`src/sv/diff_drive_odometry_unit_assert.svh`:
```
// assertion macros for the odometry unit
`ifndef DIFF_DRIVE_ODOMETRY_UNIT_ASSERT_SVH
`define DIFF_DRIVE_ODOMETRY_UNIT_ASSERT_SVH

// property holds at every edge outside reset
`define DDO_HOLDS(label, prop) \
   label: assert property (@(posedge clock) disable iff (reset) prop) \
      else $error("ddo assertion failed");

// trigger implies a condition in the cycle after the trigger
`define DDO_FOLLOWS(label, trig, prop) \
   label: assert property (@(posedge clock) disable iff (reset) (trig) |=> (prop)) \
      else $error("ddo sequence assertion failed");

`endif

```
`src/sv/ddo_pkg.sv`:
```
`default_nettype none
package ddo_pkg;
   localparam int FRAC_BITS    = 16;
   localparam int CORDIC_STEPS = 20;
   localparam int ANG_BITS     = 30;
   localparam int TABLE_LEN    = 30;
   localparam int CORDIC_ITER  = (CORDIC_STEPS < TABLE_LEN) ? CORDIC_STEPS : TABLE_LEN;
   localparam int IDX_W        = $clog2(TABLE_LEN);

   localparam int CFG_W   = 31;
   localparam int DATA_W  = 32;
   localparam int HEAD_W  = FRAC_BITS + 3;
   localparam int TRIG_W  = FRAC_BITS + 4;
   localparam int OPA_W   = 64;
   localparam int OPB_W   = 34;
   localparam int PROD_W  = OPA_W + OPB_W;
   localparam int QUO_W   = OPA_W + 1;
   localparam int REM_W   = CFG_W;
   localparam int MUL_STEPS = OPB_W;
   localparam int DIV_STEPS = OPA_W;
   localparam int CNT_W   = $clog2(DIV_STEPS + 1);
   localparam int Z_W     = 35;
   localparam int XY_W    = 34;
   localparam int CSR_IDX_W = 2;

   localparam longint PI_Q32          = 64'sd13493037705;
   localparam longint PI_Q30          = 64'sd3373259426;
   localparam longint HALF_PI_Q30     = 64'sd1686629713;
   localparam longint CORDIC_GAIN_Q30 = 64'sd652032874;
   localparam longint TWO_PI_Q =
      (2 * PI_Q32 + (64'sd1 <<< (31 - FRAC_BITS))) >>> (32 - FRAC_BITS);
   localparam longint HEAD_LOW = -((TWO_PI_Q + 1) / 2);

   localparam logic [CFG_W-1:0] RST_RADIUS     = CFG_W'(9830);
   localparam logic [CFG_W-1:0] RST_SEPARATION = CFG_W'(29491);
   localparam logic [CFG_W-1:0] RST_TIME_STEP  = CFG_W'(6554);

   typedef enum logic [CSR_IDX_W-1:0] {
      CSR_RADIUS     = 2'd0,
      CSR_SEPARATION = 2'd1,
      CSR_TIME_STEP  = 2'd2
   } csr_index_type;

   typedef enum logic {
      OP_COMMAND = 1'b0,
      OP_TICK    = 1'b1
   } op_type;

   typedef enum logic [3:0] {
      S_IDLE, S_C_HALF, S_C_LEFT, S_C_RIGHT,
      S_T_BU, S_T_DIFF, S_T_BR, S_T_VC, S_T_DX,
      S_T_VS, S_T_DY, S_T_DH, S_T_WRAP, S_OUT
   } state_type;

   typedef struct packed {
      logic start;
      logic is_div;
   } md_ctrl_type;

   typedef struct packed {
      logic busy;
      logic done;
   } md_stat_type;

   typedef struct packed {
      logic                     clip;
      logic signed [DATA_W-1:0] value;
   } sat_type;

   function automatic logic [ANG_BITS-1:0] atan_q30(input logic [IDX_W-1:0] i);
      logic [ANG_BITS-1:0] a;
      case (i)
         5'd0:  a = 30'd843314857;
         5'd1:  a = 30'd497837830;
         5'd2:  a = 30'd263043837;
         5'd3:  a = 30'd133525159;
         5'd4:  a = 30'd67021687;
         5'd5:  a = 30'd33543516;
         5'd6:  a = 30'd16775851;
         5'd7:  a = 30'd8388437;
         5'd8:  a = 30'd4194283;
         5'd9:  a = 30'd2097149;
         default: a = ANG_BITS'(30'd1 << (ANG_BITS - int'(i)));
      endcase
      return a;
   endfunction

   function automatic logic signed [PROD_W-1:0] rnd_shift(
         input logic signed [PROD_W-1:0] p, input int n);
      logic signed [PROD_W-1:0] bias;
      bias = '0;
      bias[n-1] = 1'b1;
      return (p + bias) >>> n;
   endfunction

   function automatic sat_type sat32(input logic signed [PROD_W-1:0] v);
      sat_type r;
      r.clip = !((&v[PROD_W-1:DATA_W-1]) || (~|v[PROD_W-1:DATA_W-1]));
      if (r.clip) begin
         r.value = v[PROD_W-1] ? {1'b1, {(DATA_W-1){1'b0}}} : {1'b0, {(DATA_W-1){1'b1}}};
      end else begin
         r.value = v[DATA_W-1:0];
      end
      return r;
   endfunction
endpackage
`default_nettype wire

```
`src/sv/ddo_muldiv.sv`:
```
`default_nettype none
module ddo_muldiv import ddo_pkg::*; (
   input  wire                       clock,
   input  wire                       reset,
   input  md_ctrl_type               ctrl,
   input  wire  signed [OPA_W-1:0]   opa,
   input  wire  signed [OPB_W-1:0]   opb,
   output md_stat_type               stat,
   output logic signed [PROD_W-1:0]  product,
   output logic signed [QUO_W-1:0]   quotient,
   output logic        [REM_W-1:0]   remainder
);
   logic             busy_ff, busy_in;
   logic             done_ff, done_in;
   logic [CNT_W-1:0] cnt_ff, cnt_in;
   logic             is_div_ff, is_div_in;
   logic             neg_ff, neg_in;
   logic [OPA_W-1:0] mag_a_ff, mag_a_in;
   logic [PROD_W-1:0] acc_ff, acc_in;
   logic [OPA_W-1:0] quo_ff, quo_in;
   logic [REM_W-1:0] rem_ff, rem_in;
   logic [REM_W-1:0] den_ff, den_in;

   logic [OPA_W:0]   sum;
   logic [REM_W:0]   shifted;
   logic [REM_W+1:0] trial;
   logic             fits;

   always_comb begin
      busy_in   = busy_ff;
      done_in   = 1'b0;
      cnt_in    = cnt_ff;
      is_div_in = is_div_ff;
      neg_in    = neg_ff;
      mag_a_in  = mag_a_ff;
      acc_in    = acc_ff;
      quo_in    = quo_ff;
      rem_in    = rem_ff;
      den_in    = den_ff;
      sum       = acc_ff[0] ? {1'b0, acc_ff[PROD_W-1:OPB_W]} + {1'b0, mag_a_ff}
                            : {1'b0, acc_ff[PROD_W-1:OPB_W]};
      shifted   = {rem_ff, quo_ff[OPA_W-1]};
      trial     = {1'b0, shifted} - {2'b00, den_ff};
      fits      = !trial[REM_W+1];
      if (ctrl.start) begin
         busy_in   = 1'b1;
         is_div_in = ctrl.is_div;
         mag_a_in  = opa[OPA_W-1] ? OPA_W'(-opa) : OPA_W'(opa);
         neg_in    = ctrl.is_div ? opa[OPA_W-1] : (opa[OPA_W-1] ^ opb[OPB_W-1]);
         acc_in    = {{OPA_W{1'b0}}, (opb[OPB_W-1] ? OPB_W'(-opb) : OPB_W'(opb))};
         quo_in    = opa[OPA_W-1] ? OPA_W'(-opa) : OPA_W'(opa);
         rem_in    = '0;
         den_in    = opb[REM_W-1:0];
         cnt_in    = ctrl.is_div ? CNT_W'(DIV_STEPS) : CNT_W'(MUL_STEPS);
      end else if (busy_ff) begin
         if (is_div_ff) begin
            rem_in = fits ? trial[REM_W-1:0] : shifted[REM_W-1:0];
            quo_in = {quo_ff[OPA_W-2:0], fits};
         end else begin
            acc_in = {sum, acc_ff[OPB_W-1:1]};
         end
         cnt_in = cnt_ff - CNT_W'(1);
         if (cnt_ff == CNT_W'(1)) begin
            busy_in = 1'b0;
            done_in = 1'b1;
         end
      end
   end

   always_ff @(posedge clock) begin
      if (reset) begin
         busy_ff <= 1'b0;
         done_ff <= 1'b0;
         cnt_ff  <= '0;
      end else begin
         busy_ff <= busy_in;
         done_ff <= done_in;
         cnt_ff  <= cnt_in;
      end
      is_div_ff <= is_div_in;
      neg_ff    <= neg_in;
      mag_a_ff  <= mag_a_in;
      acc_ff    <= acc_in;
      quo_ff    <= quo_in;
      rem_ff    <= rem_in;
      den_ff    <= den_in;
   end

   assign stat.busy = busy_ff;
   assign stat.done = done_ff;
   assign product   = neg_ff ? -$signed(acc_ff) : $signed(acc_ff);
   assign quotient  = neg_ff ? -$signed({1'b0, quo_ff}) : $signed({1'b0, quo_ff});
   assign remainder = rem_ff;
endmodule
`default_nettype wire

```
`config.mk`:
```
export PLATFORM = sky130hd
export DESIGN_NAME = ddo_muldiv
export DESIGN_NICKNAME = d
export VERILOG_FILES = /design/src/sv/diff_drive_odometry_unit_assert.svh /design/src/sv/ddo_pkg.sv /design/src/sv/ddo_muldiv.sv
export SDC_FILE = /design/constraint.sdc
export NUM_CORES = 1
export LEC_CHECK = 0
export BUFFER_PORTS_ARGS = -buffer_cell sky130_fd_sc_hd__buf_2
export CAP_MARGIN = 20
export CORE_ASPECT_RATIO = 2
export CORE_MARGIN = 2
export CORE_UTILIZATION = 45
export DETAILED_ROUTE_END_ITERATION = 8
export PLACE_DENSITY = 0.64
export SKIP_CTS_REPAIR_TIMING = 1
export SLEW_MARGIN = 10
export SYNTH_ARGS = -nofsm -noshare
export SYNTH_HDL_FRONTEND = slang
export SYNTH_SLANG_ARGS = --single-unit
export TNS_END_PERCENT = 100
```
`constraint.sdc`:
```
create_clock -name clock -period 4.7 [get_ports clock]
set_input_delay 0.235 -clock clock [delete_from_list [all_inputs] [get_ports clock]]
set_output_delay 0.235 -clock clock [all_outputs]
set_load 0.02 [all_outputs]
```
# Yosys cells after proc, flatten, opt, wreduce, memory -nomap -nowiden

Cells that the tools add are included.

Flip-flop bits (word level): 299
Bits of input ports: 102
Output and inout port bits: 196
Logic and storage cells: 51

Add/subtract/negate cells: 7
Equal/unequal tests: 2
Muxes and demuxes: 20
Bitwise logic cells: 3
Reduce and logical (&&, ||, !) cells: 8

Operator list:

| operator              | number |
|---|---|
| $mux W64              | 4 |
| $mux W34              | 4 |
| $mux W65              | 2 |
| $mux W98              | 1 |
| $neg A98 Y98          | 1 |
| $add A64 B64 Y65      | 1 |
| $neg A64 Y65          | 1 |
| $neg A64 Y64          | 1 |
| $neg A34 Y34          | 1 |
| $sub A32 B31 Y33      | 1 |
| $mux W31              | 1 |
| $mux W7               | 3 |
| $reduce_and A2 Y1     | 4 |
| $eq A7 B1 Y1 const B  | 1 |
| $sub A7 B1 Y7 const B | 1 |
| $mux W1               | 5 |
| $reduce_bool A2 Y1    | 2 |
| $reduce_or A3 Y1      | 1 |
| $ne A2 B2 Y1 const B  | 1 |
| $not A1 Y1            | 2 |
| $logic_not A1 Y1      | 1 |
| $xor A1 B1 Y1         | 1 |

# Depth between registers and ports, before layout

Gate-level depths: netlist of the first run.

Word-level depth: 5
Mapped depth: 16
Mapped depth without buffers: 14

# Worst setup path after synthesis of the first run

OpenSTA, ideal clock, no wires.

Kind: register -> output
From: register quo_ff[19]
To: output port quotient[61]
Arrival: 3.923 ns
Data required time: 4.465 ns
Setup slack: 0.542 ns
Stages on the path, launching flop included: 12
Path buffers: 1
Cell sequence: edfxtp_1 > or3_1 > nor4_4 > nand4_1 > or2_1 > or4_4 > or4_1 > clkbuf_1 > or3_1 > or4_4 > o31ai_4 > xnor2_1

Longest elaborated chain between the ends: 2

Ends and longest elaborated chain:

| what                   | RTL line         | text |
|---|---|---|
| from (decl)            | ddo_muldiv.sv:20 | `logic [OPA_W-1:0] quo_ff, quo_in;` |
| from (signal assigned) | ddo_muldiv.sv:84 | `quo_ff <= quo_in;` |
| $neg A64 Y65           | ddo_muldiv.sv:92 | `assign quotient = neg_ff ? -$signed({1'b0, quo_ff}) : $signed({1'b0, quo_ff});` |
| $mux W65               | ddo_muldiv.sv:92 |  |
| to (decl)              | ddo_muldiv.sv:10 | `output logic signed [QUO_W-1:0] quotient,` |

No other way between the ends.

# Final worst setup path of the first run

From: register quo_ff[30]
To: output port quotient[62]

The elaborated chain is that of the path after synthesis.

==> results of run 1 <==
## synthesized netlist by cell type, types with 4 or more instances
| cell | instances | area, sq um |
|---|---|---|
| buf_4 | 4 | 30.0 |
| o41ai_1 | 31 | 272 |
| a211oi_1 | 12 | 90.1 |
| nand2b_1 | 24 | 150 |
| o31ai_1 | 75 | 563 |
| nand3_1 | 31 | 155 |
| xor2_1 | 71 | 622 |
| clkbuf_1 | 107 | 402 |
| nor2b_1 | 14 | 87.6 |
| or2_2 | 14 | 87.6 |
| a21o_1 | 47 | 353 |
| o211ai_1 | 12 | 90.1 |
| mux2_2 | 68 | 766 |
| ha_1 | 101 | 1260 |
| nor3_1 | 36 | 180 |
| o21ai_0 | 258 | 1290 |
| or3_1 | 42 | 263 |
| inv_1 | 82 | 308 |
| nand4_1 | 38 | 238 |
| nor4_1 | 22 | 138 |
| a22oi_1 | 43 | 323 |
| a221oi_1 | 6 | 52.6 |
| a21oi_1 | 140 | 701 |
| mux2i_1 | 46 | 460 |
| nand2_1 | 210 | 788 |
| o31a_1 | 7 | 61.3 |
| o22ai_1 | 4 | 25.0 |
| nand3b_1 | 4 | 30.0 |
| or4_4 | 8 | 90.1 |
| or4_1 | 34 | 255 |
| a31oi_1 | 16 | 100 |
| o21a_1 | 15 | 113 |
| buf_1 | 11 | 41.3 |
| o21bai_1 | 20 | 150 |
| edfxtp_1 | 195 | 5860 |
| nor2_1 | 112 | 420 |
| xnor2_1 | 269 | 2360 |
| dfxtp_1 | 104 | 2080 |
| and3_1 | 5 | 31.3 |
| o41a_1 | 5 | 56.3 |
## through the flow
stage	power (mW)	instance area, sq um	utilization	instances	TNS (ns)
finish	8.03	25400	0.529	3329	-1.04
global route	8.38	25400	0.529	3328	-2.23
CTS	8.01	24800	0.516	3282	-11.25
detailed placement	5.64	23900	0.497	3230	0
global placement	5.64	23900	0.497	3230	0
floorplan	4.86	21800	-	2387	0
## layer usage
layer  routed length [um]  part of all wire
met3                 3590             0.055
met1                29500              0.45
met2                30400              0.47
met5                    0                 0
met4                 1460             0.022
## area by class of cell
cell class                      instances  area [sq um]
Tap cell                              638           798
Sequential cell                       299          7940
Inverter                               83           312
Multi-Input combinational cell       1883         13200
Antenna cell                            1          2.50
Fill cell                            4522         22700
Clock inverter                         20           188
Clock buffer                           32           746
Timing Repair Buffer                  373          2200
## logic make-up (layout without fill, tap and decap cells)
logic type / Yosys count / in the layout / share of synthesized area
XOR/XNOR: 340 / 340 / 0.137
adder cells (fa/ha/maj): 103 / 103 / 0.0599
other: 0 / 1 / 0
AO/OA/AOI/OAI: 714 / 714 / 0.205
AND/OR/NAND/NOR: 612 / 612 / 0.142
flip-flops: 299 / 299 / 0.365
buffers and inverters: 205 / 508 / 0.0360
multiplexers: 114 / 114 / 0.0563
## power by group through the flow
stage	logic (mW)	registers, mW	clock network (mW)
final	2.37	3.30	2.36
after global routing	2.57	3.32	2.49
after CTS	2.31	3.29	2.41
after detailed placement	2.30	3.34	0
after global placement	2.30	3.34	0
after floorplan	1.60	3.26	0
## state kept, by name, summed over array words and instances, names as in the netlist
signal	cells
den_ff	31
mag_a_ff	64
cnt_ff	7
neg_ff	1
is_div_ff	1
remainder	31
busy_ff	1
acc_ff	98
done_ff	1
quo_ff	64
## worst min-delay path by stage
stage                  from            to  slack, ns  cells past startpoint
global placement    ctrl[0]     is_div_ff       0.46                      1
finish              opa[61]  mag_a_ff[63]       0.02                      2
detailed placement  ctrl[0]     is_div_ff       0.46                      1
global route        opa[61]  mag_a_ff[63]       0.02                      2
CTS                 ctrl[0]     is_div_ff      -0.16                      1
floorplan            opb[0]     den_ff[0]       0.33                      0
==> summary.md, run 1 <==
| Metric | Value |
|---|---|
| Rows | `114` |
| Buf+Inv Stages, Crit Path | `1` |
| Area grow syn2layout | `16.7%` |
| Final Cycle Share | `1.05` |
| Synth Flop Type | `edfxtp_1` |
| Mapped Area | `0.0218 sq mm` |
| Final WS setup | `-0.220 ns` |
| CTS tree | `yes` |
| WS Path Type | `register to output pin` |
| Most frequent CP cell | `or4_4` |
| Critical-path cell list | `or4_4 -> or4_4 -> or2_4 -> or4_4 -> or4_4 -> or3_4 -> or4_4 -> o41ai_2 -> xnor2_1 -> buf_2` |
| DRC violations left | `0` |
| Ports | `298` |
| Largest net degree at the start of global routing | `176` |
| Flop pwr share | `0.411` |
| EDFF count, synth | `195` |
| H-tree depth | `1` |
| Slew HR | `0.241` |
| Mean area per synthesized cell | `9.12 sq um` |
| Crit path max fanout | `6` |
| Initial DRC count | `1388` |
| Worst r2r src | `quo_ff[63]` |
| Placer Congestion | `0.899` |
| CP endpoint kind | `output pin` |
| Max Buffers Root-to-Sink | `3` |
| Via count | `19.3k` |
| Post-synthesis sequential area ratio | `0.365` |
| Met2 usage in global routing | `0.409` |
| Max Cap Viol | `0` |
| Final Hold Fails | `0` |
| Worst reg2reg setup slack | `0.51 ns` |
| Clk slew on worst S/H paths | `0.07 ns` |
| Failing checks | `setup timing` |
| Post-synth ARST share | `0` |
| Clock Sinks | `299` |
| RSZ-0062 raised after global routing | `true` |
| Switching part of the total | `0.349` |
| Initial antenna violation count | `0` |
| Share of cells above drive strength 1 | `0.193` |
| CP startpoint | `quo_ff[30]` |
| R2r endpoint | `quo_ff[0]` |
| Worst-skew pair later-pin latency | `0.58 ns` |
| Switching pwr | `2.80 mW` |
| Slowest CP cell | `or4_4` |
| Synth Register Bits | `299` |
| Chip Width | `160 um` |
| Yosys Warn Count | `0` |
| Required @ worst endpoint | `4.47 ns` |
| GRT busiest layer | `met2` |
| Hpwl dp | `49300 um` |
| Critical Path Max Stage Delay | `0.58 ns` |
| Setup Slack @ Placement | `0.0810 ns` |
| Setup Viol. Count Final | `7` |
| CP Depth | `10` |
| Fin Hold WS | `0.0250 ns` |
| Global routing usage on met3 | `0.0293` |
| Layout Skew | `0.0306 ns` |
| Final min period | `4.92 ns` |
| Vias per cell | `5.79` |
| Status | `complete, but fails checks` |
| CTS root buf | `clkbuf_16` |
| Cells after synthesis | `2387` |
| First-pass GRT wire length | `99900 um` |
| Met1 GRT Util | `0.345` |
| Clock group share of total power | `0.294` |
| Leak pwr | `9.85 nW` |
| GRT Util Overall | `0.247` |
| Max-slew violations | `0` |
| Worst min path class | `input port to register` |
| Fmax | `0.203 GHz` |
| Leading cell type in the layout, fill and taps excluded | `buf_2` |
| R2R cell count | `14` |
| Number of distinct library cells after synthesis | `71` |
| Worst setup endpoint | `quotient[62]` |
| Layout net count | `2873` |
| Vias in the first global route | `17.9k` |
| Worst Path Arrival | `4.68 ns` |
| WL per Instance | `19.5 um` |
| Startpoint types | `register` |
| Internal power | `5.23 mW` |
| Worst Max-Slew Pin Slew | `1.14 ns` |
| Family with the most delay on the worst path | `simple AND/OR/NAND/NOR gates` |
| I/O Buffers | `297` |
| Initial Utilization | `0.453` |
| Most frequent cells in the layout | `292 x buf_2, 269 x xnor2_1, 248 x o21ai_0` |
| Antenna Violating Nets Remaining | `0` |
| Height of the die | `315 um` |
| Comb power frac | `0.295` |
| Total wire length | `64900 um` |
| CTS Buf Count | `28` |
| Post-synthesis net count | `2592` |
| First drt pass iteration count | `5` |
| CORE AREA | `0.0481 sq mm` |
| PwrDens | `316 mW/mm^2` |
| Total die area | `0.0503 sq mm` |
| Grt total ovfl | `0` |
| Max VDD drop | `0.000305 V` |
Note: power is estimated with default switching activity, not from simulation.
==> inputs of run 2 (changes only) <==
--- a/config.mk
+++ b/config.mk
@@ -5,15 +5,16 @@
 export SDC_FILE = /design/constraint.sdc
 export NUM_CORES = 1
 export LEC_CHECK = 0
+export ABC_CLOCK_PERIOD_IN_PS = 4700
 export BUFFER_PORTS_ARGS = -buffer_cell sky130_fd_sc_hd__buf_2
 export CAP_MARGIN = 20
 export CORE_ASPECT_RATIO = 2
-export CORE_MARGIN = 2
+export CORE_MARGIN = 5
 export CORE_UTILIZATION = 45
 export DETAILED_ROUTE_END_ITERATION = 8
 export PLACE_DENSITY = 0.64
 export SKIP_CTS_REPAIR_TIMING = 1
-export SLEW_MARGIN = 10
+export SLEW_MARGIN = 15
 export SYNTH_ARGS = -nofsm -noshare
 export SYNTH_HDL_FRONTEND = slang
 export SYNTH_SLANG_ARGS = --single-unit
==> run 2 against run 1 <==
Net effect:
- flip-flop and latch count is the same
- first-iteration DRC count shrank 2.1%
- critical endpoint is now quotient[61]
- worst hold slack lost 0.011 ns
- cell count grew 0.51%
- clock skew shrank 0.018 ns
- largest cell class unchanged
- the flow still finishes with violations (setup timing)
- worst setup slack gained 0.025 ns
==> summary.md, run 2 (synthesis gave the netlist of run 1 again) <==
| Metric | Value |
|---|---|
| Total wire length | `66700 um (+2.8%)` |
| Via count | `19.2k (-0.27%)` |
| Vias per cell | `5.75 (-0.78%)` |
| Required @ worst endpoint | `4.47 ns (about the same)` |
| I/O Buffers | `297 (unchanged)` |
| Vias in the first global route | `18.0k (+0.11%)` |
| Failing checks | `setup timing` |
| Area grow syn2layout | `17.7%` |
| Critical-path cell list | `or4_4 -> or4_4 -> or2_4 -> or4_4 -> or4_4 -> or3_4 -> or4_4 -> o31ai_4 -> xnor2_1 -> buf_4` |
| Max Cap Viol | `0 (unchanged)` |
| Buf+Inv Stages, Crit Path | `1 (unchanged)` |
| WS Path Type | `register to output pin` |
| CTS root buf | `clkbuf_16` |
| Initial DRC count | `1359 (-2.1%)` |
| Setup total negative slack | `-0.842 ns (+0.195 ns)` |
| GRT Util Overall | `0.239 (-0.00831)` |
| First-pass GRT wire length | `101000 um (+1.5%)` |
| CTS Buf Count | `29 (+3.6%)` |
| Most frequent CP cell | `or4_4` |
| Share of cells above drive strength 1 | `0.201 (+0.00802)` |
| Worst min path class | `input port to register` |
| Worst Max-Slew Pin Slew | `1.13 ns (-0.00389 ns)` |
| Clock Sinks | `299 (unchanged)` |
| Worst-skew pair later-pin latency | `0.58 ns (about the same)` |
| Final Hold Fails | `0 (unchanged)` |
| Crit path max fanout | `4 (-2)` |
| RSZ-0062 raised after global routing | `true` |
| H-tree depth | `1 (unchanged)` |
| CTS tree | `yes` |
| Top flop regs | `acc_ff (98), mag_a_ff (64), quo_ff (64)` |
| Placed inst area | `0.0239 sq mm (+0.20%)` |
| Critical Path Max Stage Delay | `0.58 ns (about the same)` |
| Clk slew on worst S/H paths | `0.08 ns (about the same)` |
| Most frequent cells in the layout | `287 x buf_2, 268 x xnor2_1, 250 x o21ai_0` |
| Height of the die | `321 um (+1.9%)` |
| Layout Skew | `0.0128 ns (-0.0178 ns)` |
| Fillcell total | `4484 (-0.84%)` |
| First drt pass iteration count | `6 (+1)` |
| WL per Instance | `19.9 um (+2.2%)` |
| Top reg by flops | `acc_ff` |
| Slowest CP cell | `or4_4` |
| Largest net degree at the start of global routing | `198 (+13%)` |
| Setup Viol. Count Final | `6 (-1)` |
| Worst r2r src | `quo_ff[63]` |
| CORE AREA | `0.0481 sq mm (unchanged)` |
| Startpoint types | `register` |
| Max VDD drop | `0.000284 V (-6.9%)` |
| Ports | `298 (unchanged)` |
| Antenna Violating Nets Remaining | `0 (unchanged)` |
| Final min period | `4.89 ns (-0.0251 ns)` |
| Initial antenna violation count | `1 (+1)` |
| Initial Utilization | `0.453 (unchanged)` |
| Worst Path Arrival | `4.66 ns (-0.02 ns)` |
| Leading cell type in the layout, fill and taps excluded | `buf_2` |
| Family with the most delay on the worst path | `simple AND/OR/NAND/NOR gates` |
| Max-slew violations | `0 (unchanged)` |
| Leak pwr | `9.97 nW (+1.2%)` |
| Final Cycle Share | `1.04 (-0.00535)` |
| Placer Congestion | `0.902 (+0.39%)` |
| DRC violations left | `0 (unchanged)` |
| Layout net count | `2889 (+0.56%)` |
| Fmax | `0.204 GHz (+0.51%)` |
| Chip Width | `166 um (+3.8%)` |
| Rows | `114 (unchanged)` |
| CP startpoint | `quo_ff[30]` |
| Hold Crit Start | `opa[60]` |
| Grt total ovfl | `0 (unchanged)` |
| Flip-flop count of the largest register after layout | `98 (unchanged)` |
| Slew HR | `0.244 (+0.00259)` |
| PwrDens | `318 mW/mm^2 (+0.61%)` |
| Final WS setup | `-0.194 ns (+0.0251 ns)` |
| Final instance area | `0.0256 sq mm (+0.81%)` |
| Max Buffers Root-to-Sink | `3 (unchanged)` |
| CP endpoint kind | `output pin` |
| Hpwl dp | `50700 um (+2.8%)` |
| Status | `complete, but fails checks` |
| Total die area | `0.0531 sq mm (+5.7%)` |
==> run 2: through the flow <==
stage                      util  power (mW)  hold slack, ns  cells  setup slack, ns
after detailed placement  0.498        5.67           0.450   3239           0.0822
after CTS                 0.518        8.12          -0.168   3293           -0.560
final                     0.533        8.14          0.0142   3346           -0.194
after global placement    0.498        5.66           0.447   3239            0.160
after global routing      0.533        8.52         0.00632   3346           -0.368
after floorplan               -        4.86           0.334   2387            0.542
==> run 2: final timing paths <==
path	endpoint	slack [ns]	cells after the start
max	quotient[61]	-0.19	10
min	mag_a_ff[60]	0.01	2
max reg2reg	remainder[4]	0.64	16
min reg2reg	remainder[30]	0.50	2
==> run 2: worst reg2reg max path, stage by stage (launching register included) <==
cell and delay, ns:
edfxtp_1 0.35, inv_1 0.05, ha_1 0.23, inv_1 0.08, fa_1 0.23, a211oi_1 0.09, nor2_1 0.21, a221oi_1 0.11
buf_4 0.17, o41a_1 0.45, o21ai_0 0.38, o21ai_0 0.16, buf_4 0.17, o211ai_1 0.36, buf_4 0.51, mux2i_1 0.31
o21ai_0 0.10
==> run 2: cell type report <==
cell class,instances,area [sq um],share of cell area
antenna,1,2.50,0.0000977
clock buffer,29,726,0.0283
clock inverter,25,244,0.00952
inverter,83,312,0.0122
multi-input combinational,1883,13300,0.518
sequential,299,7940,0.310
tap,638,798,0.0312
timing repair buffer,388,2320,0.0907
==> run 2: layer usage <==
| metal | global-route usage | routed length (um) |
|---|---|---|
| met5 | 0 | 0 |
| met4 | 0.0675 | 1640 |
| met3 | 0.0476 | 4720 |
| met2 | 0.374 | 30600 |
| met1 | 0.337 | 29800 |
==> run 2: power breakdown <==
group          switching, mW  internal (mW)  total, mW
Clock                   1.17           1.27       2.44
Sequential             0.230           3.06       3.29
Combinational           1.49          0.917       2.41
Total                   2.89           5.26       8.14
