## config.mk

```make
export PLATFORM = sky130hd
export DESIGN_NAME = ddo_cordic
export DESIGN_NICKNAME = d
export VERILOG_FILES = /design/src/sv/diff_drive_odometry_unit_assert.svh /design/src/sv/ddo_pkg.sv /design/src/sv/ddo_cordic.sv
export SDC_FILE = /design/constraint.sdc
export NUM_CORES = 1
export LEC_CHECK = 0
export ABC_CLOCK_PERIOD_IN_PS = 11450
export BUFFER_PORTS_ARGS = -buffer_cell sky130_fd_sc_hd__clkbuf_2
export CORE_AREA = 8 8 197 199
export DETAILED_ROUTE_END_ITERATION = 12
export DIE_AREA = 0 0 205 207
export PLACE_DENSITY = 0.71
export SLEW_MARGIN = 20
export SYNTH_ARGS = -nofsm -noshare
export SYNTH_HDL_FRONTEND = slang
export SYNTH_SLANG_ARGS = --single-unit
```

## constraint.sdc

```tcl
create_clock -name clock -period 11.45 [get_ports clock]
set_clock_uncertainty 0.15 [all_clocks]
set_input_delay 1.7175 -clock clock [delete_from_list [all_inputs] [get_ports clock]]
set_output_delay 1.7175 -clock clock [all_outputs]
set_load 0.005 [all_outputs]
```

## src/sv/diff_drive_odometry_unit_assert.svh

```systemverilog
// assertion macros for the odometry unit
`ifndef DIFF_DRIVE_ODOMETRY_UNIT_ASSERT_SVH
`define DIFF_DRIVE_ODOMETRY_UNIT_ASSERT_SVH

// property holds at every edge outside reset
`define DDO_HOLDS(label, prop) \
   label: assert property (@(posedge clock) disable iff (reset) prop) \
      else $error("ddo assertion failed");

// trigger implies a condition in the cycle after the trigger
`define DDO_FOLLOWS(label, trig, prop) \
   label: assert property (@(posedge clock) disable iff (reset) (trig) |=> (prop)) \
      else $error("ddo sequence assertion failed");

`endif

```

## src/sv/ddo_pkg.sv

```systemverilog
`default_nettype none
package ddo_pkg;
   localparam int FRAC_BITS    = 16;
   localparam int CORDIC_STEPS = 20;
   localparam int ANG_BITS     = 30;
   localparam int TABLE_LEN    = 30;
   localparam int CORDIC_ITER  = (CORDIC_STEPS < TABLE_LEN) ? CORDIC_STEPS : TABLE_LEN;
   localparam int IDX_W        = $clog2(TABLE_LEN);

   localparam int CFG_W   = 31;
   localparam int DATA_W  = 32;
   localparam int HEAD_W  = FRAC_BITS + 3;
   localparam int TRIG_W  = FRAC_BITS + 4;
   localparam int OPA_W   = 64;
   localparam int OPB_W   = 34;
   localparam int PROD_W  = OPA_W + OPB_W;
   localparam int QUO_W   = OPA_W + 1;
   localparam int REM_W   = CFG_W;
   localparam int MUL_STEPS = OPB_W;
   localparam int DIV_STEPS = OPA_W;
   localparam int CNT_W   = $clog2(DIV_STEPS + 1);
   localparam int Z_W     = 35;
   localparam int XY_W    = 34;
   localparam int CSR_IDX_W = 2;

   localparam longint PI_Q32          = 64'sd13493037705;
   localparam longint PI_Q30          = 64'sd3373259426;
   localparam longint HALF_PI_Q30     = 64'sd1686629713;
   localparam longint CORDIC_GAIN_Q30 = 64'sd652032874;
   localparam longint TWO_PI_Q =
      (2 * PI_Q32 + (64'sd1 <<< (31 - FRAC_BITS))) >>> (32 - FRAC_BITS);
   localparam longint HEAD_LOW = -((TWO_PI_Q + 1) / 2);

   localparam logic [CFG_W-1:0] RST_RADIUS     = CFG_W'(9830);
   localparam logic [CFG_W-1:0] RST_SEPARATION = CFG_W'(29491);
   localparam logic [CFG_W-1:0] RST_TIME_STEP  = CFG_W'(6554);

   typedef enum logic [CSR_IDX_W-1:0] {
      CSR_RADIUS     = 2'd0,
      CSR_SEPARATION = 2'd1,
      CSR_TIME_STEP  = 2'd2
   } csr_index_type;

   typedef enum logic {
      OP_COMMAND = 1'b0,
      OP_TICK    = 1'b1
   } op_type;

   typedef enum logic [3:0] {
      S_IDLE, S_C_HALF, S_C_LEFT, S_C_RIGHT,
      S_T_BU, S_T_DIFF, S_T_BR, S_T_VC, S_T_DX,
      S_T_VS, S_T_DY, S_T_DH, S_T_WRAP, S_OUT
   } state_type;

   typedef struct packed {
      logic start;
      logic is_div;
   } md_ctrl_type;

   typedef struct packed {
      logic busy;
      logic done;
   } md_stat_type;

   typedef struct packed {
      logic                     clip;
      logic signed [DATA_W-1:0] value;
   } sat_type;

   function automatic logic [ANG_BITS-1:0] atan_q30(input logic [IDX_W-1:0] i);
      logic [ANG_BITS-1:0] a;
      case (i)
         5'd0:  a = 30'd843314857;
         5'd1:  a = 30'd497837830;
         5'd2:  a = 30'd263043837;
         5'd3:  a = 30'd133525159;
         5'd4:  a = 30'd67021687;
         5'd5:  a = 30'd33543516;
         5'd6:  a = 30'd16775851;
         5'd7:  a = 30'd8388437;
         5'd8:  a = 30'd4194283;
         5'd9:  a = 30'd2097149;
         default: a = ANG_BITS'(30'd1 << (ANG_BITS - int'(i)));
      endcase
      return a;
   endfunction

   function automatic logic signed [PROD_W-1:0] rnd_shift(
         input logic signed [PROD_W-1:0] p, input int n);
      logic signed [PROD_W-1:0] bias;
      bias = '0;
      bias[n-1] = 1'b1;
      return (p + bias) >>> n;
   endfunction

   function automatic sat_type sat32(input logic signed [PROD_W-1:0] v);
      sat_type r;
      r.clip = !((&v[PROD_W-1:DATA_W-1]) || (~|v[PROD_W-1:DATA_W-1]));
      if (r.clip) begin
         r.value = v[PROD_W-1] ? {1'b1, {(DATA_W-1){1'b0}}} : {1'b0, {(DATA_W-1){1'b1}}};
      end else begin
         r.value = v[DATA_W-1:0];
      end
      return r;
   endfunction
endpackage
`default_nettype wire

```

## src/sv/ddo_cordic.sv

```systemverilog
`default_nettype none
module ddo_cordic import ddo_pkg::*; (
   input  wire                       clock,
   input  wire                       reset,
   input  wire                       start,
   input  wire  signed [HEAD_W-1:0]  angle,
   output logic                      valid,
   output logic signed [TRIG_W-1:0]  cos_out,
   output logic signed [TRIG_W-1:0]  sin_out
);
   localparam int SHIFT = ANG_BITS - FRAC_BITS;

   logic                   busy_ff, busy_in;
   logic                   valid_ff, valid_in;
   logic                   neg_ff, neg_in;
   logic [IDX_W-1:0]       idx_ff, idx_in;
   logic signed [Z_W-1:0]  z_ff, z_in;
   logic signed [XY_W-1:0] x_ff, x_in;
   logic signed [XY_W-1:0] y_ff, y_in;

   logic signed [Z_W-1:0]  z0;
   logic signed [XY_W-1:0] sx, sy, rx, ry;
   logic signed [Z_W-1:0]  at;

   always_comb begin
      busy_in  = busy_ff;
      valid_in = valid_ff;
      neg_in   = neg_ff;
      idx_in   = idx_ff;
      z_in     = z_ff;
      x_in     = x_ff;
      y_in     = y_ff;
      z0 = {{(Z_W-HEAD_W){angle[HEAD_W-1]}}, angle} <<< SHIFT;
      sx = y_ff >>> idx_ff;
      sy = x_ff >>> idx_ff;
      at = Z_W'(atan_q30(idx_ff));
      if (start) begin
         busy_in  = 1'b1;
         valid_in = 1'b0;
         idx_in   = '0;
         x_in     = XY_W'(CORDIC_GAIN_Q30);
         y_in     = '0;
         neg_in   = 1'b0;
         z_in     = z0;
         if (z0 > Z_W'(HALF_PI_Q30)) begin
            z_in   = z0 - Z_W'(PI_Q30);
            neg_in = 1'b1;
         end else if (z0 < -Z_W'(HALF_PI_Q30)) begin
            z_in   = z0 + Z_W'(PI_Q30);
            neg_in = 1'b1;
         end
      end else if (busy_ff) begin
         if (!z_ff[Z_W-1]) begin
            x_in = x_ff - sx;
            y_in = y_ff + sy;
            z_in = z_ff - at;
         end else begin
            x_in = x_ff + sx;
            y_in = y_ff - sy;
            z_in = z_ff + at;
         end
         idx_in = idx_ff + IDX_W'(1);
         if (idx_ff == IDX_W'(CORDIC_ITER - 1)) begin
            busy_in  = 1'b0;
            valid_in = 1'b1;
         end
      end
   end

   always_ff @(posedge clock) begin
      if (reset) begin
         busy_ff  <= 1'b0;
         valid_ff <= 1'b0;
      end else begin
         busy_ff  <= busy_in;
         valid_ff <= valid_in;
      end
      neg_ff <= neg_in;
      idx_ff <= idx_in;
      z_ff   <= z_in;
      x_ff   <= x_in;
      y_ff   <= y_in;
   end

   always_comb begin
      rx = (x_ff + (XY_W'(1) <<< (SHIFT - 1))) >>> SHIFT;
      ry = (y_ff + (XY_W'(1) <<< (SHIFT - 1))) >>> SHIFT;
   end

   assign valid   = valid_ff;
   assign cos_out = neg_ff ? -rx[TRIG_W-1:0] : rx[TRIG_W-1:0];
   assign sin_out = neg_ff ? -ry[TRIG_W-1:0] : ry[TRIG_W-1:0];
endmodule
`default_nettype wire

```

# Word level (Yosys, flattened, before mapping)
# Index checks and enable logic that the tools add are counted.
# word_totals
reg_bits	111
latch_bits	0
ramBits	0
romBits	0
inputBits	22
output_inout_bits	41
word_cells	54
memories	0
# op_classes
add_sub_neg	14
multipliers	0
n_div	0
order_cmp	2
n_eq_ne	10
shifts	3
n_mux	14
n_bitwise	0
n_reduce_logical	4
# op_table
operator	count
30-bit one-hot mux with 10 select lines	1
35-bit 2-to-1 mux	5
34-bit by 15-bit adder with 34-bit output (second input constant)	2
34-bit adder	2
34-bit 2-to-1 mux	2
34-bit by 5-bit >>> shifter with 34-bit output	2
34-bit subtractor	2
20-bit 2-to-1 mux	2
20-bit negator	2
35-bit by 31-bit adder with 35-bit output	1
35-bit by 31-bit subtractor with 35-bit output	1
33-bit by 33-bit adder with 34-bit output (second input constant)	1
33-bit by 33-bit subtractor with 34-bit output (second input constant)	1
33-bit by 32-bit greater-than comparator with 1-bit output (second input constant)	1
33-bit by 32-bit less-than comparator with 1-bit output (second input constant)	1
1-bit by 32-bit left shift with 30-bit output (first input constant)	1
5-bit by 3-bit equality test with 1-bit output (second input constant)	4
5-bit by 2-bit equality test with 1-bit output (second input constant)	2
5-bit by 4-bit equality test with 1-bit output (second input constant)	2
5-bit by 5-bit subtractor with 6-bit output (first input constant)	1
5-bit by 1-bit adder with 5-bit output (second input constant)	1
5-bit by 1-bit equality test with 1-bit output (second input constant)	1
5-bit equality test (second input constant)	1
5-bit zero test	1
4 further kinds	7

# Logic depth before layout (Yosys ltp)
# Gate-level depths: netlist (run 1).
# logic_depth
word_depth	7
mapped_depth	28
depth_no_buf	23

# Worst setup path before layout (run 1)
# Ideal clock, no wire load.
# synth_timing
kind	flip-flop to flip-flop
start	reg idx_ff[0]
end	reg z_ff[33], data pin
setup_time_ns	0.281
arrival_time_ns	5.979
required_time_ns	11.019
setup_slack_ns	5.040
stages_incl_launch_ff	28
period_less_slack_ns	6.410
cell_sequence	dfxtp_1 > buf_6 > buf_4 > inv_1 > buf_2 > buf_2 > ha_1 > buf_2 > nand3b_1 > a41o_1 > and3_1 > clkbuf_1 > or3_1 > o22ai_1 > nand4_1 > nor4b_2 > a31oi_1 > xor2_1 > ha_1 > and4_1 > and4_1 > a221oi_1 > nand3_1 > a311oi_1 > o311ai_0 > a21oi_1 > xor2_1 > o21ai_0
# synth_between
elab_chain_cells	7
# synth_lines
item	line_no	rtl
from (decl)	ddo_cordic.sv:16	logic [IDX_W-1:0] idx_ff, idx_in;
from (signal assigned)	ddo_cordic.sv:79	idx_ff <= idx_in;
5-bit by 5-bit subtractor with 6-bit output	ddo_pkg.sv:83	default: a = ANG_BITS'(30'd1 << (ANG_BITS - int'(i)));
1-bit by 32-bit left shift with 30-bit output	ddo_pkg.sv:83	
30-bit one-hot mux with 10 select lines (*)	ddo_pkg.sv:72	case (i)
35-bit by 31-bit subtractor with 35-bit output or 35-bit by 31-bit adder with 35-bit output (tied branches)	ddo_cordic.sv:56, ddo_cordic.sv:60	
35-bit 2-to-1 mux (*)	ddo_cordic.sv:53	if (!z_ff[Z_W-1]) begin
35-bit 2-to-1 mux (*)	ddo_cordic.sv:52	end else if (busy_ff) begin
35-bit 2-to-1 mux (*)	ddo_cordic.sv:37	if (start) begin
named net z_in[33]	ddo_cordic.sv:17	logic signed [Z_W-1:0] z_ff, z_in;
to (signal assigned)	ddo_cordic.sv:80	z_ff <= z_in;
to (decl)	ddo_cordic.sv:17	
# Mark *: on every way through the listed nets, which the timed path passes. The rest lies on a longest branch. The select of a mux whose other input is x is not followed.
# A chain may end at the register's enable or synchronous reset.

# Worst setup path in the final report (run 1)
# Same ends and word-level chain as after synthesis.

==> impl_summary.md, run 1 <==
Die
Row generation in the floorplan step produced 70 rows. The starting density of the core is between 50% and 60%. In this run the count of I/O pins placed on the die edge is 63.

The total die area is between 40,000 and 50,000 sq um. From left edge to right edge, the die measures around 210 microns. The die is slightly above 200 microns tall. The region available for standard cell placement spans between 30,000 and 40,000 sq um.

Synthesis
Ranked by instance count, the synthesized netlist is headed by sky130_fd_sc_hd__nor2_1, sky130_fd_sc_hd__a21oi_1, sky130_fd_sc_hd__nand2_1. The share of the Yosys chip area taken by registers is between 10% and 20%. Summed over its instances, the top area cell type makes up 8.42% of the synthesized netlist area. Synthesis inferred 111 register bits. During synthesis, Yosys emitted a total of 0 warnings. Counting flops with a built-in enable in the synthesized netlist gives 36. Of all cell types, the one taking the most synthesized area is sky130_fd_sc_hd__mux4_2. The library cell with the highest instance count after synthesis is sky130_fd_sc_hd__nor2_1.

The fraction of registers with async set/reset is 0%. The synthesized netlist occupies a cell area of 19,300 sq um. By area the synthesized netlist is led by sky130_fd_sc_hd__mux4_2, sky130_fd_sc_hd__dfxtp_1, sky130_fd_sc_hd__ha_1, sky130_fd_sc_hd__xnor2_1, sky130_fd_sc_hd__edfxtp_1. The synthesized instance count is between 2,000 and 2,500. For this run, the leading register cell type out of synthesis is sky130_fd_sc_hd__dfxtp_1. The average cell area after synthesis is approximately 7.8 sq um.

The number of nets in the synthesized netlist is around 2,600. The number of unique standard cell types used by synthesis is approximately 100.

Routing
The top routing layer in use is met4. After detailed routing, the average wire length per cell comes to 22.7 microns. Once detail routing completed, the nets flagged for antenna violations numbered 0.

The pre-antenna-repair detailed-routing pass consisted of 7 iterations. In the routed design, unresolved DRC markers number 0. The routed layout has between 15,000 and 20,000 vias. The number of DRC markers after the initial detailed-route iteration is about 2,400.

Summed over all nets, wire length on met2 after detailed routing comes to 27.7 mm. The final routed wirelength across all metal layers is between 60 and 70 mm. Dividing the detail-routed via count by the number of cells gives slightly below 7. The total met3 wirelength after detailed routing is 6.68 mm. The wire length on met1 is 29.0 mm.

GRT
Global routing consumed, over all layers together, between 20% and 30% of the routing resources. The first global-routing pass estimated a little over 100 mm of wire. The via count of the first global-routing pass was approximately 18,000. Global routing finished with a remaining overflow of 0. Entering global routing, the biggest net connects 81 pins. The initial antenna violation count is 1.

Clocking
The maximum clock path buffer count is 2. The post-cts repair resize count is 0. The cell at the root of the clock tree is sky130_fd_sc_hd__clkbuf_16.

The number of hold buffers added after cts is 0. The H-tree was split into 3 levels. Counting every sink on the clock net gives between 100 and 150.

TritonCTS built the clock tree. Clock tree synthesis inserted a total of 9 buffers. The post-CTS setup buffer count is 0. The clock slew seen by the registers of the worst setup and hold paths is ~0.08 ns. The worst-skew pair later-pin latency is between 0.3 and 0.4 ns.

Final layout
After the last flow step, the layout net total stands at around 2,500. The final instance count without filler cells is 2,853. The number of antenna diodes is 0. The synthesis-to-layout area growth is 2.70%.

The share of post-route cells with drive strength above 1 is a little over a tenth.

Worst setup path
Setup slack on the worst reg-to-reg path comes out at 3.32 ns. The largest single stage delay on the critical path is between 0.7 and 0.8 ns. The critical path endpoint category is a flop. Traced cell by cell, the critical path runs through buf_4 -> ha_1 -> nand3b_1 -> a41o_1 -> and3_1 -> or3_1 -> o22ai_1 -> nand4_1 -> nor4b_2 -> a31oi_1 -> xor2_1 -> ha_1 -> a21oi_1 -> o21a_1 -> o21ai_0 -> a221oi_1 -> nand3_1 -> a311oi_1 -> o311ai_0 -> a21oi_1 -> xor2_1 -> o21ai_0. In this run the critical register-to-register path is launched from idx_ff[0]. On the critical path, the stage with the largest delay is an instance of sky130_fd_sc_hd__buf_4. The critical register-to-register path endpoint is z_ff[33]. The critical-path maximum fanout is 60. For the worst setup path, the data required time is around 11 ns. The data arrival time of the critical path is approximately 8.1 ns. The kind of start point of the critical path is a flop.

The cell count of the worst reg-to-reg path is 22. The critical path start-end classification is reg -> reg.

Status
The flow ran to the end, and the final reports show no timing, DRC or antenna violations.

STA
The number of setup violations in the final report is 0. The number of max-slew violations in the final report is 0. For the pin with the worst max-slew slack, the measured transition is around 1.3 ns.

The worst relative slew slack is 15.7%. The sum of negative setup slack is 0 ns. The final hold violation count came to 0. Setup repair after global routing left no endpoint under its margin.

Derived from the worst setup path, the maximum achievable clock frequency is ~120 MHz. The minimum clock period after layout is approximately 8.1 ns. After layout, the worst path uses a little under three quarters of the clock period.

Min path
Counting instances, the worst hold path has a depth of 2. The tightest min-delay check is of the reg -> reg type. The terminating pin of the worst hold path is y_ff[0]. The worst hold path begins at y_ff[0].

Placed design
The total half-perimeter wirelength after legalization and detailed placement is between 40 and 50 mm. The final weighted congestion in routability-driven placement is 1.02. During placement, the flow inserted port buffers numbering 62.

The number of placed instances with taps included is approximately 2,800.

Power
The leakage power is just under 0.008 uW. Power spread over the standard cell area amounts to between 300 and 400 nW/um^2. The maximum resistive drop on vdd is 0.266 mV.

Job
The count of maximum capacitance violations is 0.
-- metrics by stage --
stage | worst slack, ns | cell area [sq um] | power [uW] | hold WS [ns] | utilization, %
after floorplan | 5.04 | 19300 | 4710 | 0.316 | -
after global placement | 3.74 | 19500 | 5740 | 0.335 | 54.2
after detailed placement | 3.46 | 19500 | 5820 | 0.348 | 54.2
after CTS | 3.41 | 19800 | 6200 | 0.358 | 55.0
after global routing | 2.69 | 19800 | 6860 | 0.423 | 55.1
final | 3.32 | 19800 | 6290 | 0.357 | 55.1
-- where the power goes --
| group | internal, uW | switching (uW) | leakage [uW] |
|---|---|---|---|
| clock network | 173 | 171 | 0.000146 |
| logic | 2190 | 2790 | 0.00668 |
| registers | 594 | 370 | 0.000987 |
| total | 2960 | 3340 | 0.00781 |
-- cells in the final DEF (no fill, tap or decap), types with 45 or more instances in the layout --
| master | instances |
|---|---|
| sky130_fd_sc_hd__ha_1 | 115 |
| sky130_fd_sc_hd__and3_1 | 47 |
| sky130_fd_sc_hd__clkbuf_2 | 61 |
| sky130_fd_sc_hd__o21ai_0 | 121 |
| sky130_fd_sc_hd__nand3_1 | 67 |
| sky130_fd_sc_hd__nor2_1 | 244 |
| sky130_fd_sc_hd__mux4_2 | 72 |
| sky130_fd_sc_hd__nor3_1 | 45 |
| sky130_fd_sc_hd__nand2_1 | 189 |
| sky130_fd_sc_hd__inv_1 | 63 |
| sky130_fd_sc_hd__a31oi_1 | 62 |
| sky130_fd_sc_hd__dfxtp_1 | 69 |
| sky130_fd_sc_hd__xnor2_1 | 156 |
| sky130_fd_sc_hd__mux2i_1 | 86 |
| sky130_fd_sc_hd__xor2_1 | 121 |
| sky130_fd_sc_hd__a21oi_1 | 199 |
-- logic make-up after synthesis --
family,synth area share (%)
flops,13.4
simple gates,20.3
compound gates,24.7
fa+ha+maj,7.79
buf+inv,5.84
mux,15.4
xor+xnor,12.6
-- worst max-delay path: cells and delay by family (launching register included) --
family	cells	cell delay, ns
XOR/XNOR	2	0.33
AO/OA/AOI/OAI	11	2.84
adder cells (fa/ha/maj)	2	0.96
AND/OR/NAND/NOR	6	1.97
flip-flops	1	0.73
buffers and inverters	1	0.79
-- how the worst max path moves through the flow --
| stage | startpoint | endpoint | cells after the start |
|---|---|---|---|
| final | idx_ff[0] | z_ff[33] | 22 |
| after global routing | idx_ff[0] | z_ff[33] | 22 |
| after CTS | idx_ff[0] | z_ff[33] | 22 |
| after detailed placement | idx_ff[0] | z_ff[33] | 22 |
| after global placement | idx_ff[0] | z_ff[33] | 22 |
| after floorplan | idx_ff[0] | z_ff[33] | 27 |
-- routing by layer --
layer / vias to the layer above / global-route usage, %
met5: - / 0
met4: 0 / 7.77
met3: 116 / 6.71
met2: 940 / 43.5
met1: 9180 / 42.6
li1: 9011 / -
-- flip-flops by register name, summed over array words and instances, names as in the netlist --
signal and flops:
neg_ff 1, busy_ff 1, z_ff 35, y_ff 34, idx_ff 5, valid 1, x_ff 34
-- area by class of cell --
type,count,area (sq um)
sequential,111,2600
tap,468,586
inverter,66,248
clock buffer,9,225
clock inverter,7,78.8
timing repair buffer,84,485
fill,3436,16100
multi-input combinational,2108,15600
No activity file was read; power rests on OpenSTA's default activity.
==> inputs of run 2 (changes only) <==
- ABC_CLOCK_PERIOD_IN_PS: 11450 -> 6600
- PLACE_DENSITY: 0.71 -> 0.74
- clock period: 11.45 -> 6.6 ns (I/O delays scaled with it)
==> run 2 against run 1 <==
Against the previous run:
- largest cell class unchanged
- critical path depth unchanged
- design area grew 5.1%
- via count rose by 3.9%
- clock power up 73%
- critical endpoint is now y_ff[33]
- wire length increased by 5.9%
- die area unchanged
- clock-buffer cell count rose by 2
- critical path type unchanged
- setup slack got worse by 3.1 ns
- total power rose by 82%
- non-clock buffer count increased by 117
- cell count rose by 4.1%
- worst hold slack improved by 0.0071 ns
==> impl_summary.md, run 2 (same netlist as run 1, synthesis figures left out) <==
Status
The run finished with clean final reports.

Routing
The first-pass detailed-route iteration total is 6 (-1). The number of DRC markers after the initial detailed-route iteration is 1,865 (-21%). The average wire per standard cell was 23.1 microns (+1.7%). The remaining antenna violation count after routing is 0 (unchanged). The post-detailed-route DRC marker count is 0 (unchanged). The final routed wirelength across all metal layers is 68.7 mm (+5.9%).

The post-detailed-route via-to-cell ratio is 6.74 (-0.15%). The overall via count from detail_route came to 20,000 (+3.9%).

STA
The post-route clock period utilization is 97.4% (+26 points). Setup repair after global routing left no endpoint under its margin. The minimum clock period after layout is 6.43 ns (-1.71 ns). The final hold violation count is 0 (unchanged). The worst path setup slack after routing is 0.174 ns (-3.14 ns).

The sum of negative setup slack is 0 ns (unchanged). The worst hold slack is 0.364 ns (+0.00706 ns). The highest achievable clock rate is 156 MHz (+27%). The number of max-slew violations in the final report is 0 (unchanged).

The actual transition at the worst max-transition pin is 1.13 ns (-0.127 ns). The number of setup violations in the final report is 0 (unchanged). The worst relative slew slack came to 24.3% (+8.6 points).

Power
The power density over cell area is 550 nW/um^2 (+73%). The leakage power is 0.00842 uW (+7.8%). The power after layout is 11,400 uW (+82%). The maximum resistive drop on vdd was 0.576 mV (+120%).

Worst setup path
The cell count of the worst reg-to-reg path is 22 (unchanged). The register-to-register setup slack is 0.17 ns (-3.14 ns). The critical path start-end classification is reg -> reg. The data arrival time of the critical path is 6.56 ns (-1.52 ns). The critical path goes through buf_12 -> mux4_2 -> mux2i_1 -> nor2_1 -> a2111oi_2 -> buf_4 -> nand3_1 -> nor2b_1 -> nor2_1 -> xor2_1 -> ha_1 -> inv_1 -> a211o_1 -> a311oi_1 -> a221oi_2 -> o21ai_0 -> buf_4 -> a211oi_1 -> o21ai_0 -> a31oi_1 -> mux2i_1 -> mux2_1.

The largest individual stage delay along the critical path comes from the cell sky130_fd_sc_hd__mux4_2. The critical path required time is 6.74 ns (-4.66 ns). The worst setup path endpoint is y_ff[33]. The worst register-to-register path begins at idx_ff[1]. The largest stage delay on the critical path came to 0.53 ns (-0.26 ns). The critical path endpoint category is a flop. The critical-path maximum fanout came to 25 (-58%). The kind of start point of the critical path is a flop. The worst register-to-register path ends at y_ff[33]. The launching instance or port of the critical path is idx_ff[1].

Die
The floorplan die width came to 205 microns (unchanged). The die outline height is 207 microns (unchanged). The number of primary I/O pins came to 63 (unchanged). The total die area was 42,400 sq um (unchanged).

The starting density of the core is 53.6% (unchanged). The core area is 35,900 sq um (unchanged). The total number of placement rows is 70 (unchanged).

Job
The count of maximum capacitance violations came to 0 (unchanged).

Clocking
The H-tree level count is 3 (unchanged). The number of hold buffers added after cts is 0 (unchanged). The maximum clock path buffer count is 2 (unchanged). The total clock buffers created by CTS is 9 (unchanged). The clock slew seen by the registers of the worst setup and hold paths is 0.08 ns (about the same).

The clock net sink count is 111 (unchanged). The worst-skew pair later-pin latency is 0.40 ns (about the same). TritonCTS built the clock tree.

Clock tree synthesis selected as its root buffer the cell sky130_fd_sc_hd__clkbuf_16.

Final layout
The commonest non-fill, non-tap cell in the layout is sky130_fd_sc_hd__nor2_1. The number of nets in the final layout is 2,637 (+4.6%). The share of post-route cells with drive strength above 1 is 15.3% (+4.6 points).

The post-route cell area is 20,800 sq um (+5.1%). The register name with the most flops is z_ff. In the layout the commonest cells are sky130_fd_sc_hd__nor2_1, sky130_fd_sc_hd__a21oi_1, sky130_fd_sc_hd__nand2_1. The number of antenna diodes is 0 (unchanged). Compared with the post-synthesis result, the final layout area differs by 7.93%. The largest registers in the layout are z_ff x35, x_ff x34, y_ff x34.

The number of flip-flops in the largest register was 35 (unchanged).

Placed design
The final weighted congestion in routability-driven placement is 1.04 (+1.5%). The total half-perimeter wirelength after legalization and detailed placement came to 52.9 mm (+8.4%). The count of input and output buffers is 62 (unchanged). The cell area after placement was 20,300 sq um (+4.5%).

The pre-CTS setup slack is 0.0255 ns (-3.44 ns).

GRT
The total routing resource utilization after global routing is 31.0% (+1.5 points). The pin count of the biggest net entering global routing came to 85 (+4.9%). The total congestion overflow after global routing is 0 (unchanged).

The via count of the first global-routing pass came to 18,500 (+4.4%). The global-route wire length before repair is 106 mm (+4.8%). The initial antenna violation count is 0 (-1).

Min path
The number of cells on the worst hold path came to 2 (unchanged). The type of the most critical hold path is reg -> reg.
run 2: where the power goes:
part	switching, uW	total [uW]	internal, uW
logic	5220	9350	4130
registers	447	1480	1030
clock network	290	595	305
total	5960	11400	5470
run 2: timing repair:
action / in CTS / in global routing
endpoints found under the setup margin: 1 / 9
gates resized for setup: 1 / 21
gates cloned: 0 / 1
buffers inserted: 0 / 4
pin swaps: 0 / 4
run 2: stage by stage:
| step | cells | util, % |
|---|---|---|
| 3_3_place_gp | 2949 | 56.6 |
| 3_5_place_dp | 2949 | 56.6 |
| 2_1_floorplan | 2464 | - |
| 5_1_grt | 2970 | 57.9 |
| 4_1_cts | 2965 | 57.5 |
| 6_report | 2970 | 57.9 |
run 2: final cells by class:
cell class | instances | area, sq um
Multi-Input combinational cell | 2108 | 15600
Tap cell | 468 | 586
Clock inverter | 5 | 55.1
Clock buffer | 11 | 243
Timing Repair Buffer | 201 | 1450
Inverter | 66 | 248
Fill cell | 3340 | 15100
Sequential cell | 111 | 2600
run 2: how the worst min path moves through the flow:
stage,startpoint,endpoint,slack (ns)
2_1_floorplan,y_ff[0],y_ff[0],0.32
3_3_place_gp,y_ff[0],y_ff[0],0.34
3_5_place_dp,y_ff[0],y_ff[0],0.35
4_1_cts,y_ff[0],y_ff[0],0.36
5_1_grt,y_ff[0],y_ff[0],0.43
6_report,y_ff[0],y_ff[0],0.36
run 2: worst max-delay path, delay by kind of cell, from the launching register on:
| kind | cells | cell delay (ns) |
|---|---|---|
| AO/OA/AOI/OAI | 8 | 2.22 |
| multiplexers | 4 | 1.52 |
| buffers and inverters | 4 | 0.74 |
| AND/OR/NAND/NOR | 4 | 0.64 |
| flip-flops | 1 | 0.49 |
| adder cells (fa/ha/maj) | 1 | 0.36 |
| XOR/XNOR | 1 | 0.17 |
run 2: routing by layer:
metal | vias to the layer above | track usage (%) | part of all wire (%) | wire, microns
met5 | - | 0 | 0 | 0
met4 | 0 | 8.41 | 2.5 | 1700
met3 | 115 | 6.16 | 9.2 | 6350
met2 | 1014 | 47.2 | 44 | 30400
met1 | 9615 | 44.0 | 44 | 30300
li1 | 9263 | - | - | -
